[src/rtl/fbpa_pkg.sv]
package fbpa_pkg;

  // Mark memory row geometry
  localparam int unsigned ROW_W     = 32;
  localparam int unsigned ROW_SHIFT = 5;

  localparam int unsigned ADDR_W    = 32;
  localparam int unsigned STRIDE_W  = 33;
  localparam int unsigned FREE_W    = 11;

  typedef enum logic [1:0] {
    CMD_ALLOC = 2'd0,
    CMD_FREE  = 2'd1,
    CMD_INIT  = 2'd2,
    CMD_NOP   = 2'd3
  } cmd_e;

  typedef enum logic [2:0] {
    ST_OK     = 3'd0,
    ST_RANGE  = 3'd1,
    ST_ALIGN  = 3'd2,
    ST_DOUBLE = 3'd3,
    ST_FULL   = 3'd4,
    ST_BADCFG = 3'd5,
    ST_NOINIT = 3'd6
  } status_e;

  localparam logic [1:0] CFG_POOL_BASE     = 2'd0;
  localparam logic [1:0] CFG_POOL_BYTES    = 2'd1;
  localparam logic [1:0] CFG_PAYLOAD_BYTES = 2'd2;

  typedef struct packed {
    logic                start;
    logic [ADDR_W-1:0]   dividend;
    logic [STRIDE_W-1:0] divisor;
  } div_req_t;

  typedef struct packed {
    logic              done;
    logic [ADDR_W-1:0] quotient;
    logic [ADDR_W-1:0] remainder;
  } div_rsp_t;

endpackage

[src/rtl/fbpa_div.sv]
// Restoring divider, one quotient bit per cycle.
module fbpa_div (
  input  logic               clk_i,
  input  logic               rst_ni,
  input  fbpa_pkg::div_req_t req_i,
  output fbpa_pkg::div_rsp_t rsp_o
);

  localparam int unsigned CNT_W = $clog2(fbpa_pkg::ADDR_W);

  logic                          busy_q;
  logic                          done_q;
  logic [CNT_W-1:0]              cnt_q;
  logic [fbpa_pkg::ADDR_W-1:0]   rem_q, rem_d;
  logic [fbpa_pkg::ADDR_W-1:0]   quo_q, quo_d;
  logic [fbpa_pkg::STRIDE_W-1:0] dvs_q;

  logic [fbpa_pkg::STRIDE_W-1:0] trial;
  logic [fbpa_pkg::STRIDE_W-1:0] diff;

  always_comb begin
    trial = {rem_q, quo_q[fbpa_pkg::ADDR_W-1]};
    diff  = trial - dvs_q;
    if (trial >= dvs_q) begin
      rem_d = diff[fbpa_pkg::ADDR_W-1:0];
      quo_d = {quo_q[fbpa_pkg::ADDR_W-2:0], 1'b1};
    end else begin
      rem_d = trial[fbpa_pkg::ADDR_W-1:0];
      quo_d = {quo_q[fbpa_pkg::ADDR_W-2:0], 1'b0};
    end
  end

  always_ff @(posedge clk_i or negedge rst_ni) begin
    if (!rst_ni) begin
      busy_q <= 1'b0;
      done_q <= 1'b0;
      cnt_q  <= '0;
    end else begin
      done_q <= busy_q && !req_i.start && (cnt_q == CNT_W'(fbpa_pkg::ADDR_W - 1));
      if (req_i.start) begin
        busy_q <= 1'b1;
        cnt_q  <= '0;
      end else if (busy_q) begin
        cnt_q <= cnt_q + 1'b1;
        if (cnt_q == CNT_W'(fbpa_pkg::ADDR_W - 1)) begin
          busy_q <= 1'b0;
        end
      end
    end
  end

  always_ff @(posedge clk_i) begin
    if (req_i.start) begin
      rem_q <= '0;
      quo_q <= req_i.dividend;
      dvs_q <= req_i.divisor;
    end else if (busy_q) begin
      rem_q <= rem_d;
      quo_q <= quo_d;
    end
  end

  assign rsp_o.done      = done_q;
  assign rsp_o.quotient  = quo_q;
  assign rsp_o.remainder = rem_q;

endmodule

[src/rtl/fixed_block_pool_allocator.sv]
// Fixed-size block pool allocator.
// Commands arrive on the s_axis channel (tuser = command, tdata = user address),
// one result per command leaves on m_axis (status, block address, free count).
// Pool geometry comes from three registers on the cfg write port; write them
// only while no command is in flight, then issue an init command.
// Command flow, from the accepting edge to the result on m_axis (receiver ready):
//   init  32 steps of the shared restoring divider, then the response state
//   free  same divider (offset / stride) plus a mark read-modify-write;
//         misaligned or out-of-range offsets answer once the divider is done
//   alloc first-fit scan that reads and then evaluates one 32-bit row of the mark
//         memory at a time, then a multiply and an add form the block address
//   errors found on accept go straight to the response state.
// One command at a time: s_axis_tready is high only while the sequencer idles.
// The result sits in an output register, so a new command is taken while the
// previous result still waits; a command that finishes while that register is
// still full holds in the response state until m_axis_tready frees it.
// Reset clears config, counters and pool_ready; block marks read as free through
// per-row valid bits cleared at reset and at every successful init (no sweep).
module fixed_block_pool_allocator #(
  parameter int unsigned MAX_BLOCKS = 1024
) (
  input  logic        clk_i,
  input  logic        rst_ni,
  // config write port
  input  logic        cfg_we_i,
  input  logic [1:0]  cfg_index_i,
  input  logic [31:0] cfg_data_i,
  // command channel
  input  logic        s_axis_tvalid,
  output logic        s_axis_tready,
  input  logic [31:0] s_axis_tdata,   // [31:0] user_address
  input  logic [1:0]  s_axis_tuser,   // [1:0] command
  // result channel
  output logic        m_axis_tvalid,
  input  logic        m_axis_tready,
  output logic [47:0] m_axis_tdata    // [2:0] status, [34:3] block_address,
                                      // [45:35] free_blocks, [47:46] zero
);

  localparam int unsigned ROWS  = (MAX_BLOCKS + fbpa_pkg::ROW_W - 1) / fbpa_pkg::ROW_W;
  localparam int unsigned RW    = (ROWS > 1) ? $clog2(ROWS) : 1;
  localparam int unsigned GW    = RW + fbpa_pkg::ROW_SHIFT;
  localparam int unsigned CW    = $clog2(MAX_BLOCKS + 1);
  localparam logic [31:0] MaxQ  = 32'(MAX_BLOCKS);

  typedef enum logic [3:0] {
    S_IDLE,
    S_INIT_WAIT,
    S_FREE_WAIT,
    S_FREE_RD,
    S_FREE_CHK,
    S_SCAN_RD,
    S_SCAN_EV,
    S_ALLOC_MUL,
    S_ALLOC_ADD,
    S_RESP
  } state_e;

  // config registers
  logic [31:0] pool_base_q, pool_bytes_q, payload_bytes_q;

  // pool state
  logic [CW-1:0]                  block_total_q, free_total_q;
  logic [fbpa_pkg::STRIDE_W-1:0]  stride_q;
  logic                           pool_ready_q;
  logic [ROWS-1:0]                row_vld_q;

  // sequencer
  state_e                  state_q;
  logic [RW-1:0]           row_q;
  logic [GW-1:0]           idx_q;
  logic [31:0]             prod_q;
  fbpa_pkg::status_e       res_status_q;
  logic [31:0]             res_addr_q;
  logic                    m_valid_q;
  logic [47:0]             m_data_q;

  // mark memory, one row of 32 block marks per word
  logic [fbpa_pkg::ROW_W-1:0] mark_mem [ROWS];
  logic [fbpa_pkg::ROW_W-1:0] mark_rdata_q;
  logic                       mark_we;
  logic [fbpa_pkg::ROW_W-1:0] mark_wdata;

  fbpa_pkg::div_req_t div_req;
  fbpa_pkg::div_rsp_t div_rsp;

  // accept-time decode
  logic                       s_fire;
  fbpa_pkg::cmd_e             cmd_in;
  logic                       cfg_bad;
  logic [31:0]                hdr_addr, free_off;
  logic                       free_range_bad;

  // row evaluation
  logic [fbpa_pkg::ROW_W-1:0] eff_row, masked_row;
  logic                       scan_hit;
  logic [fbpa_pkg::ROW_SHIFT-1:0] scan_pos;
  logic [RW-1:0]              last_row;
  logic [fbpa_pkg::ROW_SHIFT-1:0] free_bit;

  assign s_axis_tready = (state_q == S_IDLE);
  assign s_fire        = s_axis_tvalid && s_axis_tready;
  assign cmd_in        = fbpa_pkg::cmd_e'(s_axis_tuser);

  always_comb begin
    cfg_bad = (pool_base_q == '0) || (payload_bytes_q == '0) ||
              (pool_bytes_q < payload_bytes_q);
    hdr_addr = s_axis_tdata - 32'd1;
    free_off = hdr_addr - pool_base_q;
    free_range_bad = (s_axis_tdata == '0) || (hdr_addr < pool_base_q) ||
                     (free_off > pool_bytes_q);
  end

  always_comb begin
    div_req.start    = 1'b0;
    div_req.dividend = free_off;
    div_req.divisor  = stride_q;
    if (s_fire) begin
      if (cmd_in == fbpa_pkg::CMD_INIT) begin
        div_req.start    = !cfg_bad;
        div_req.dividend = pool_bytes_q;
        div_req.divisor  = {1'b0, payload_bytes_q} + 33'd1;
      end else if (cmd_in == fbpa_pkg::CMD_FREE) begin
        div_req.start    = pool_ready_q && !free_range_bad;
      end
    end
  end

  fbpa_div u_div (
    .clk_i  (clk_i),
    .rst_ni (rst_ni),
    .req_i  (div_req),
    .rsp_o  (div_rsp)
  );

  // Marks of blocks at or beyond block_total read as used, so the scan skips them.
  always_comb begin
    eff_row  = row_vld_q[row_q] ? mark_rdata_q : '0;
    scan_hit = 1'b0;
    scan_pos = '0;
    for (int j = 0; j < fbpa_pkg::ROW_W; j++) begin
      masked_row[j] = eff_row[j] ||
                      (32'({row_q, fbpa_pkg::ROW_SHIFT'(j)}) >= 32'(block_total_q));
    end
    for (int j = fbpa_pkg::ROW_W - 1; j >= 0; j--) begin
      if (!masked_row[j]) begin
        scan_hit = 1'b1;
        scan_pos = fbpa_pkg::ROW_SHIFT'(j);
      end
    end
    last_row = RW'((32'(block_total_q) - 32'd1) >> fbpa_pkg::ROW_SHIFT);
    free_bit = idx_q[fbpa_pkg::ROW_SHIFT-1:0];
  end

  always_comb begin
    mark_we    = 1'b0;
    mark_wdata = eff_row;
    if (state_q == S_SCAN_EV && scan_hit) begin
      mark_we             = 1'b1;
      mark_wdata[scan_pos] = 1'b1;
    end else if (state_q == S_FREE_CHK && eff_row[free_bit]) begin
      mark_we             = 1'b1;
      mark_wdata[free_bit] = 1'b0;
    end
  end

  always_ff @(posedge clk_i) begin
    if (mark_we) begin
      mark_mem[row_q] <= mark_wdata;
    end
    mark_rdata_q <= mark_mem[row_q];
  end

  always_ff @(posedge clk_i or negedge rst_ni) begin
    if (!rst_ni) begin
      pool_base_q     <= '0;
      pool_bytes_q    <= '0;
      payload_bytes_q <= '0;
      block_total_q   <= '0;
      free_total_q    <= '0;
      stride_q        <= '0;
      pool_ready_q    <= 1'b0;
      row_vld_q       <= '0;
      state_q         <= S_IDLE;
      row_q           <= '0;
      idx_q           <= '0;
      prod_q          <= '0;
      res_status_q    <= fbpa_pkg::ST_OK;
      res_addr_q      <= '0;
      m_valid_q       <= 1'b0;
      m_data_q        <= '0;
    end else begin
      if (cfg_we_i) begin
        case (cfg_index_i)
          fbpa_pkg::CFG_POOL_BASE:     pool_base_q     <= cfg_data_i;
          fbpa_pkg::CFG_POOL_BYTES:    pool_bytes_q    <= cfg_data_i;
          fbpa_pkg::CFG_PAYLOAD_BYTES: payload_bytes_q <= cfg_data_i;
          default: ;
        endcase
      end

      // the response state reloads the output register itself
      if (m_valid_q && m_axis_tready && (state_q != S_RESP)) begin
        m_valid_q <= 1'b0;
      end

      if (mark_we) begin
        row_vld_q[row_q] <= 1'b1;
      end

      case (state_q)
        S_IDLE: begin
          if (s_fire) begin
            res_addr_q <= '0;
            case (cmd_in)
              fbpa_pkg::CMD_INIT: begin
                if (cfg_bad) begin
                  res_status_q <= fbpa_pkg::ST_BADCFG;
                  state_q      <= S_RESP;
                end else begin
                  state_q <= S_INIT_WAIT;
                end
              end
              fbpa_pkg::CMD_FREE: begin
                if (!pool_ready_q) begin
                  res_status_q <= fbpa_pkg::ST_NOINIT;
                  state_q      <= S_RESP;
                end else if (free_range_bad) begin
                  res_status_q <= fbpa_pkg::ST_RANGE;
                  state_q      <= S_RESP;
                end else begin
                  state_q <= S_FREE_WAIT;
                end
              end
              fbpa_pkg::CMD_ALLOC: begin
                if (!pool_ready_q) begin
                  res_status_q <= fbpa_pkg::ST_NOINIT;
                  state_q      <= S_RESP;
                end else if (free_total_q == '0) begin
                  res_status_q <= fbpa_pkg::ST_FULL;
                  state_q      <= S_RESP;
                end else begin
                  row_q   <= '0;
                  state_q <= S_SCAN_RD;
                end
              end
              default: begin
                res_status_q <= fbpa_pkg::ST_OK;
                state_q      <= S_RESP;
              end
            endcase
          end
        end

        S_INIT_WAIT: begin
          if (div_rsp.done) begin
            state_q <= S_RESP;
            if (div_rsp.quotient == '0) begin
              res_status_q <= fbpa_pkg::ST_BADCFG;
            end else begin
              res_status_q <= fbpa_pkg::ST_OK;
              if (div_rsp.quotient > MaxQ) begin
                block_total_q <= CW'(MaxQ);
                free_total_q  <= CW'(MaxQ);
              end else begin
                block_total_q <= CW'(div_rsp.quotient);
                free_total_q  <= CW'(div_rsp.quotient);
              end
              stride_q     <= {1'b0, payload_bytes_q} + 33'd1;
              pool_ready_q <= 1'b1;
              row_vld_q    <= '0;
            end
          end
        end

        S_FREE_WAIT: begin
          if (div_rsp.done) begin
            if (div_rsp.remainder != '0) begin
              res_status_q <= fbpa_pkg::ST_ALIGN;
              state_q      <= S_RESP;
            end else if (div_rsp.quotient >= 32'(block_total_q)) begin
              res_status_q <= fbpa_pkg::ST_RANGE;
              state_q      <= S_RESP;
            end else begin
              idx_q   <= GW'(div_rsp.quotient);
              row_q   <= RW'(div_rsp.quotient >> fbpa_pkg::ROW_SHIFT);
              state_q <= S_FREE_RD;
            end
          end
        end

        S_FREE_RD: state_q <= S_FREE_CHK;

        S_FREE_CHK: begin
          state_q <= S_RESP;
          if (eff_row[free_bit]) begin
            res_status_q <= fbpa_pkg::ST_OK;
            free_total_q <= free_total_q + 1'b1;
          end else begin
            res_status_q <= fbpa_pkg::ST_DOUBLE;
          end
        end

        S_SCAN_RD: state_q <= S_SCAN_EV;

        S_SCAN_EV: begin
          if (scan_hit) begin
            idx_q <= {row_q, scan_pos};
            if (free_total_q != '0) begin
              free_total_q <= free_total_q - 1'b1;
            end
            state_q <= S_ALLOC_MUL;
          end else if (row_q == last_row) begin
            res_status_q <= fbpa_pkg::ST_FULL;
            state_q      <= S_RESP;
          end else begin
            row_q   <= row_q + 1'b1;
            state_q <= S_SCAN_RD;
          end
        end

        S_ALLOC_MUL: begin
          prod_q  <= 32'(32'(idx_q) * stride_q[31:0]);
          state_q <= S_ALLOC_ADD;
        end

        S_ALLOC_ADD: begin
          res_addr_q   <= pool_base_q + prod_q + 32'd1;
          res_status_q <= fbpa_pkg::ST_OK;
          state_q      <= S_RESP;
        end

        S_RESP: begin
          if (!m_valid_q || m_axis_tready) begin
            m_valid_q <= 1'b1;
            m_data_q  <= {2'b00, fbpa_pkg::FREE_W'(free_total_q), res_addr_q, res_status_q};
            state_q   <= S_IDLE;
          end
        end

        default: state_q <= S_IDLE;
      endcase
    end
  end

  assign m_axis_tvalid = m_valid_q;
  assign m_axis_tdata  = m_data_q;

`ifndef SYNTH
  a_free_le_total: assert property (@(posedge clk_i) disable iff (!rst_ni)
    free_total_q <= block_total_q)
    else $error("free count exceeds block count");

  a_ready_has_blocks: assert property (@(posedge clk_i) disable iff (!rst_ni)
    pool_ready_q |-> (block_total_q != '0) && (stride_q != '0))
    else $error("pool ready without blocks or stride");

  a_div_done_expected: assert property (@(posedge clk_i) disable iff (!rst_ni)
    div_rsp.done |-> (state_q == S_INIT_WAIT) || (state_q == S_FREE_WAIT))
    else $error("divider finished outside a wait state");

  a_init_all_free: assert property (@(posedge clk_i) disable iff (!rst_ni)
    ($past(state_q) == S_INIT_WAIT) && (res_status_q == fbpa_pkg::ST_OK) &&
    (state_q == S_RESP) |-> (free_total_q == block_total_q) && (row_vld_q == '0))
    else $error("init left blocks marked used");
`endif

endmodule
[config.mk]
export PLATFORM = sky130hd
export DESIGN_NAME = fixed_block_pool_allocator
export DESIGN_NICKNAME = d
export VERILOG_FILES = /design/src/rtl/fbpa_pkg.sv /design/src/rtl/fbpa_div.sv /design/src/rtl/fixed_block_pool_allocator.sv
export SDC_FILE = /design/constraint.sdc
export NUM_CORES = 2
export LEC_CHECK = 0
export ABC_CLOCK_PERIOD_IN_PS = 13420
export BUFFER_PORTS_ARGS = -buffer_cell sky130_fd_sc_hd__buf_2
export CELL_PAD_IN_SITES_DETAIL_PLACEMENT = 0
export CELL_PAD_IN_SITES_GLOBAL_PLACEMENT = 1
export CORE_ASPECT_RATIO = 1.2
export CORE_MARGIN = 10
export CORE_UTILIZATION = 45
export DETAILED_ROUTE_END_ITERATION = 10
export GPL_TIMING_DRIVEN = 0
export PLACE_DENSITY = 0.67
export SLEW_MARGIN = 10
export SYNTH_ARGS = -nofsm -noshare
export SYNTH_HDL_FRONTEND = slang
export SYNTH_SLANG_ARGS = --single-unit
[constraint.sdc]
create_clock -name clk_i -period 13.42 [get_ports clk_i]
set_input_delay 0 -clock clk_i [delete_from_list [all_inputs] [get_ports clk_i]]
set_output_delay 0 -clock clk_i [all_outputs]
set_load 0.02 [all_outputs]
==> impl_summary.txt <==
----------------------------------------------------
[Finish]
  Layout cell share with drive strength beyond 1 ... between 10% and 20%
  Number of nets in the final layout ... approximately 6600
  Growth of design area from synthesis to finish ... 15.07%
  Fin cells ... around 8300

[Worst hold path]
  Classification of the worst-slack hold path ... input port to register
  Hold_sp ... s_axis_tdata[0]

[Setup path]
  Worst path max stage delay ... slightly above 0.9 ns
  Data required time of the worst path ... roughly 14 ns
  Crit-path max FO ... 10
  Worst Setup Start Kind ... input port
  Critical path class ... input port to register
  Top delay family on crit path ... compound AO/OA/AOI/OAI gates
  Signal arrival time at the worst endpoint ... between 9 and 10 ns
  Kind of capture point of the worst setup path ... register
  Critical-path top delay cell ... sky130_fd_sc_hd__a2111oi_0
  Buffers & Inverters on Critical Path ... 4
  Worst flop-to-flop path startpoint ... pool_base_q[1]
  Start point of the critical path ... s_axis_tdata[9]

[Placement]
  Final RePlAce weighted congestion ... ~0.91
  Number of placed cells counting well taps ... approximately 8000
  Number of buffers inserted by port buffering ... between 100 and 150
  Post-detailed-placement half-perimeter wirelength ... roughly 190 mm

[Synthesis]
  Total number of yosys warnings ... 0
  Area share of the largest cell type after synthesis ... between 40 and 50%
  Count of flip-flops with a built-in enable after synthesis ... 1089
  Syn Area/Cell ... 13.23 µm²
  Post-synthesis sequential area ratio ... a little under three fifths
  Number of distinct standard cells referenced by the synthesized netlist ... between 80 and 90
  Number of flip-flops and latches in the synthesized netlist ... approximately 1500
  Most common flop cell mapped by yosys ... sky130_fd_sc_hd__edfxtp_1
  Cells taking the most area after synthesis ... sky130_fd_sc_hd__edfxtp_1 (44%), sky130_fd_sc_hd__dfrtp_1 (11%), sky130_fd_sc_hd__mux4_2 (8.0%)
  Asr flop ratio synth ... a little over a fifth
  Cell type with the highest aggregate area in the netlist ... sky130_fd_sc_hd__edfxtp_1
  Netlist Area Pre-Place ... about 75000 µm²
  Number of instances in the synthesized netlist ... ~5600

[Die]
  Height of the chip ... 465.9 µm
  Die area ... 182400 µm²
  Starting Density ... a little under half
  Die X-Extent ... about 400 µm
  Top-level port count ... roughly 120
  CORE AREA ... ~160000 µm²
  Placement Rows ... between 150 and 200

[GRT]
  Combined global-route utilization of all metal layers ... a little over a quarter
  Global route overflow ... 0
  Maximum number of pins on one net before global-route repair ... about 110
  Number of global-route vias before repair ... roughly 51000
  Antenna violations before repair ... 6
  Wire length of the first global-routing pass ... approximately 360 mm

[Route]
  Overall routed net length ... ~250 mm
  TritonRoute pass-1 iters ... 6
  Post-detailed-route DRC marker count ... 0
  DRT antenna net count ... 0
  Number of vias in the routed layout ... 50135
  Routed wire length per instance ... just under 30 µm
  Initial DRC count ... 4713
  Average via count per standard cell ... between 6 and 7

[CTS]
  TritonCTS clock tree ... built
  H-Tree Level Count ... 4
  CTS clk-pin slew, worst paths ... roughly 0.06 ns
  Clk sinks ... between 1000 and 1500
  Cell at the root of the clock tree ... sky130_fd_sc_hd__clkbuf_16
  Total clock buffers created by CTS ... 152
  Post-CTS Setup Repair Bufs ... 0
  Skew-Pair Late Insertion Delay ... slightly above 0.8 ns
  Largest buffer count on any clock path ... 3

[Timing]
  Worst-margin pin slew ... between 1 and 1.5 ns
  Final number of max-transition violations ... 0
  Max-Slew Margin vs Limit ... around 6.5%
  Final worst clock skew ... 0.04343 ns
  Part of the cycle the worst path needs ... roughly 64%
  Setup TNS ... 0 ns
  Final setup viols ... 0
  Setup repair after global routing missed its margin ... no
  Minimum clock period after layout ... approximately 8.6 ns
  Number of failing hold endpoints at the final stage ... 0
  Maximum clock rate ... 115.8 MHz

[Flow run]
  Number of max-cap violations ... 0

[Run status]
  Run status ... complete, no violations

[Power and ir drop]
  Maximum resistive drop on vdd ... 139.0 µV
  Leakage ... 35.25 nW
  Power density over cell area ... between 150 and 200 nW/µm²

----------------------------------------------------
## synth_stat cells, types with 70 or more instances
library cell,count
sky130_fd_sc_hd__edfxtp_1,1089
sky130_fd_sc_hd__nand2_1,521
sky130_fd_sc_hd__dfrtp_1,324
sky130_fd_sc_hd__inv_1,321
sky130_fd_sc_hd__o21ai_0,302
sky130_fd_sc_hd__nor2_1,286
sky130_fd_sc_hd__mux4_2,264
sky130_fd_sc_hd__ha_1,241
sky130_fd_sc_hd__clkbuf_1,223
sky130_fd_sc_hd__a21oi_1,220
sky130_fd_sc_hd__fa_1,202
sky130_fd_sc_hd__and2_1,130
sky130_fd_sc_hd__a22oi_1,127
sky130_fd_sc_hd__mux2_2,124
sky130_fd_sc_hd__xnor2_1,122
sky130_fd_sc_hd__nand3_1,85
sky130_fd_sc_hd__nor3_1,75
sky130_fd_sc_hd__xor2_1,70
## cells by family after synthesis
kind of cell               synth area share [%]
AOI/OAI and AO/OA                         9.408
xor gates and xnor gates                  2.256
adders and majority gates                 9.483
and+or+nand+nor                           8.820
other                                  0.005030
DFF                                       56.46
muxes                                     10.51
buffers and inverters                     3.055
## per-stage QoR
stage	worst slack, ns	util (%)	power (mW)	area, µm²	hold WS [ns]
floorplan	6.251	-	7.779	74550	-0.2956
global placement	2.618	47.29	9.023	77830	0.3011
detailed placement	4.040	48.71	9.108	80170	-0.1270
CTS	4.753	52.10	13.41	85750	0.01028
global route	4.081	52.11	13.94	85770	0.02441
finish	4.784	52.12	13.34	85780	0.03411
## cells in the final DEF (no fill, tap or decap), types with 57 or more instances in the layout
cell,count
sky130_fd_sc_hd__nand3_1,85
sky130_fd_sc_hd__mux2_2,124
sky130_fd_sc_hd__dfxtp_1,64
sky130_fd_sc_hd__xnor2_1,122
sky130_fd_sc_hd__a21oi_1,220
sky130_fd_sc_hd__o21ai_0,272
sky130_fd_sc_hd__and2_1,130
sky130_fd_sc_hd__fa_1,202
sky130_fd_sc_hd__ha_1,241
sky130_fd_sc_hd__nand4_1,69
sky130_fd_sc_hd__clkbuf_16,152
sky130_fd_sc_hd__nor2_1,253
sky130_fd_sc_hd__clkbuf_1,250
sky130_fd_sc_hd__dlygate4sd3_1,57
sky130_fd_sc_hd__a22oi_1,127
sky130_fd_sc_hd__a21o_1,58
sky130_fd_sc_hd__dfrtp_1,324
sky130_fd_sc_hd__mux4_2,264
sky130_fd_sc_hd__nand2_1,521
sky130_fd_sc_hd__inv_1,321
sky130_fd_sc_hd__edfxtp_1,1089
sky130_fd_sc_hd__buf_2,134
sky130_fd_sc_hd__a31oi_1,64
sky130_fd_sc_hd__nor3_1,72
sky130_fd_sc_hd__xor2_1,70
## report_power, final
part / leakage (nW) / switching [mW] / internal, mW
combinational: 15.5 / 2.24 / 1.25
clock: 2.42 / 1.85 / 2.44
sequential: 17.3 / 0.348 / 5.21
## what timing repair did
action / CTS / global route
hold buffers: 58 / 0
resized for setup: 0 / 0
endpoints found under the hold margin: 344 / 0
## cell type report
type,instances,area (µm²)
Antenna cell,6,15.01
Timing Repair Buffer,273,3054
Fill cell,13916,78810
Multi-Input combinational cell,3558,30660
Tap cell,2145,2684
Clock buffer,191,4040
Buffer,277,1082
Sequential cell,1477,42090
Clock inverter,82,944.7
Inverter,323,1212
## flip-flops by register name, indices dropped and copies added, names as in the netlist, 10 cells and up
name and flops:
payload_bytes_q 32, pool_base_q 32, idx_q 10, prod_q 32
m_axis_tdata 46, row_vld_q 32, stride_q 33, u_div.quo_q 32
mark_mem 1024, u_div.rem_q 32, pool_bytes_q 32, mark_rdata_q 32
u_div.dvs_q 33, block_total_q 11, res_addr_q 32, free_total_q 11
## metal layers
metal / global-route usage [%] / vias up / wire length [µm]
li1: - / 21955 / -
met4: 13.14 / 2 / 14040
met3: 3.473 / 524 / 13380
met5: 0 / - / 10
met2: 48.44 / 1863 / 128500
met1: 31.71 / 25791 / 91670
## final timing paths
check,cells past startpoint,endpoint,slack [ns]
max in group asynchronous,5,u_div.cnt_q[0],11.99
worst max register to register,22,u_div.quo_q[1],4.79
worst min register to register,2,res_addr_q[2],0.47
min in group asynchronous,4,m_axis_tdata[28],0.27
worst min-delay path,5,u_div.quo_q[0],0.03
worst max-delay path,27,u_div.quo_q[1],4.78
## worst register-to-register path, delay by kind of cell, from the launching register on
kind / cells / cell delay (ns)
compound gates: 14 / 4.74
xor+xnor: 1 / 0.25
fa+ha+maj: 2 / 0.68
buf+inv: 3 / 1.78
flops: 1 / 0.51
simple gates: 2 / 0.42
Note: power is estimated with default switching activity, not from simulation.
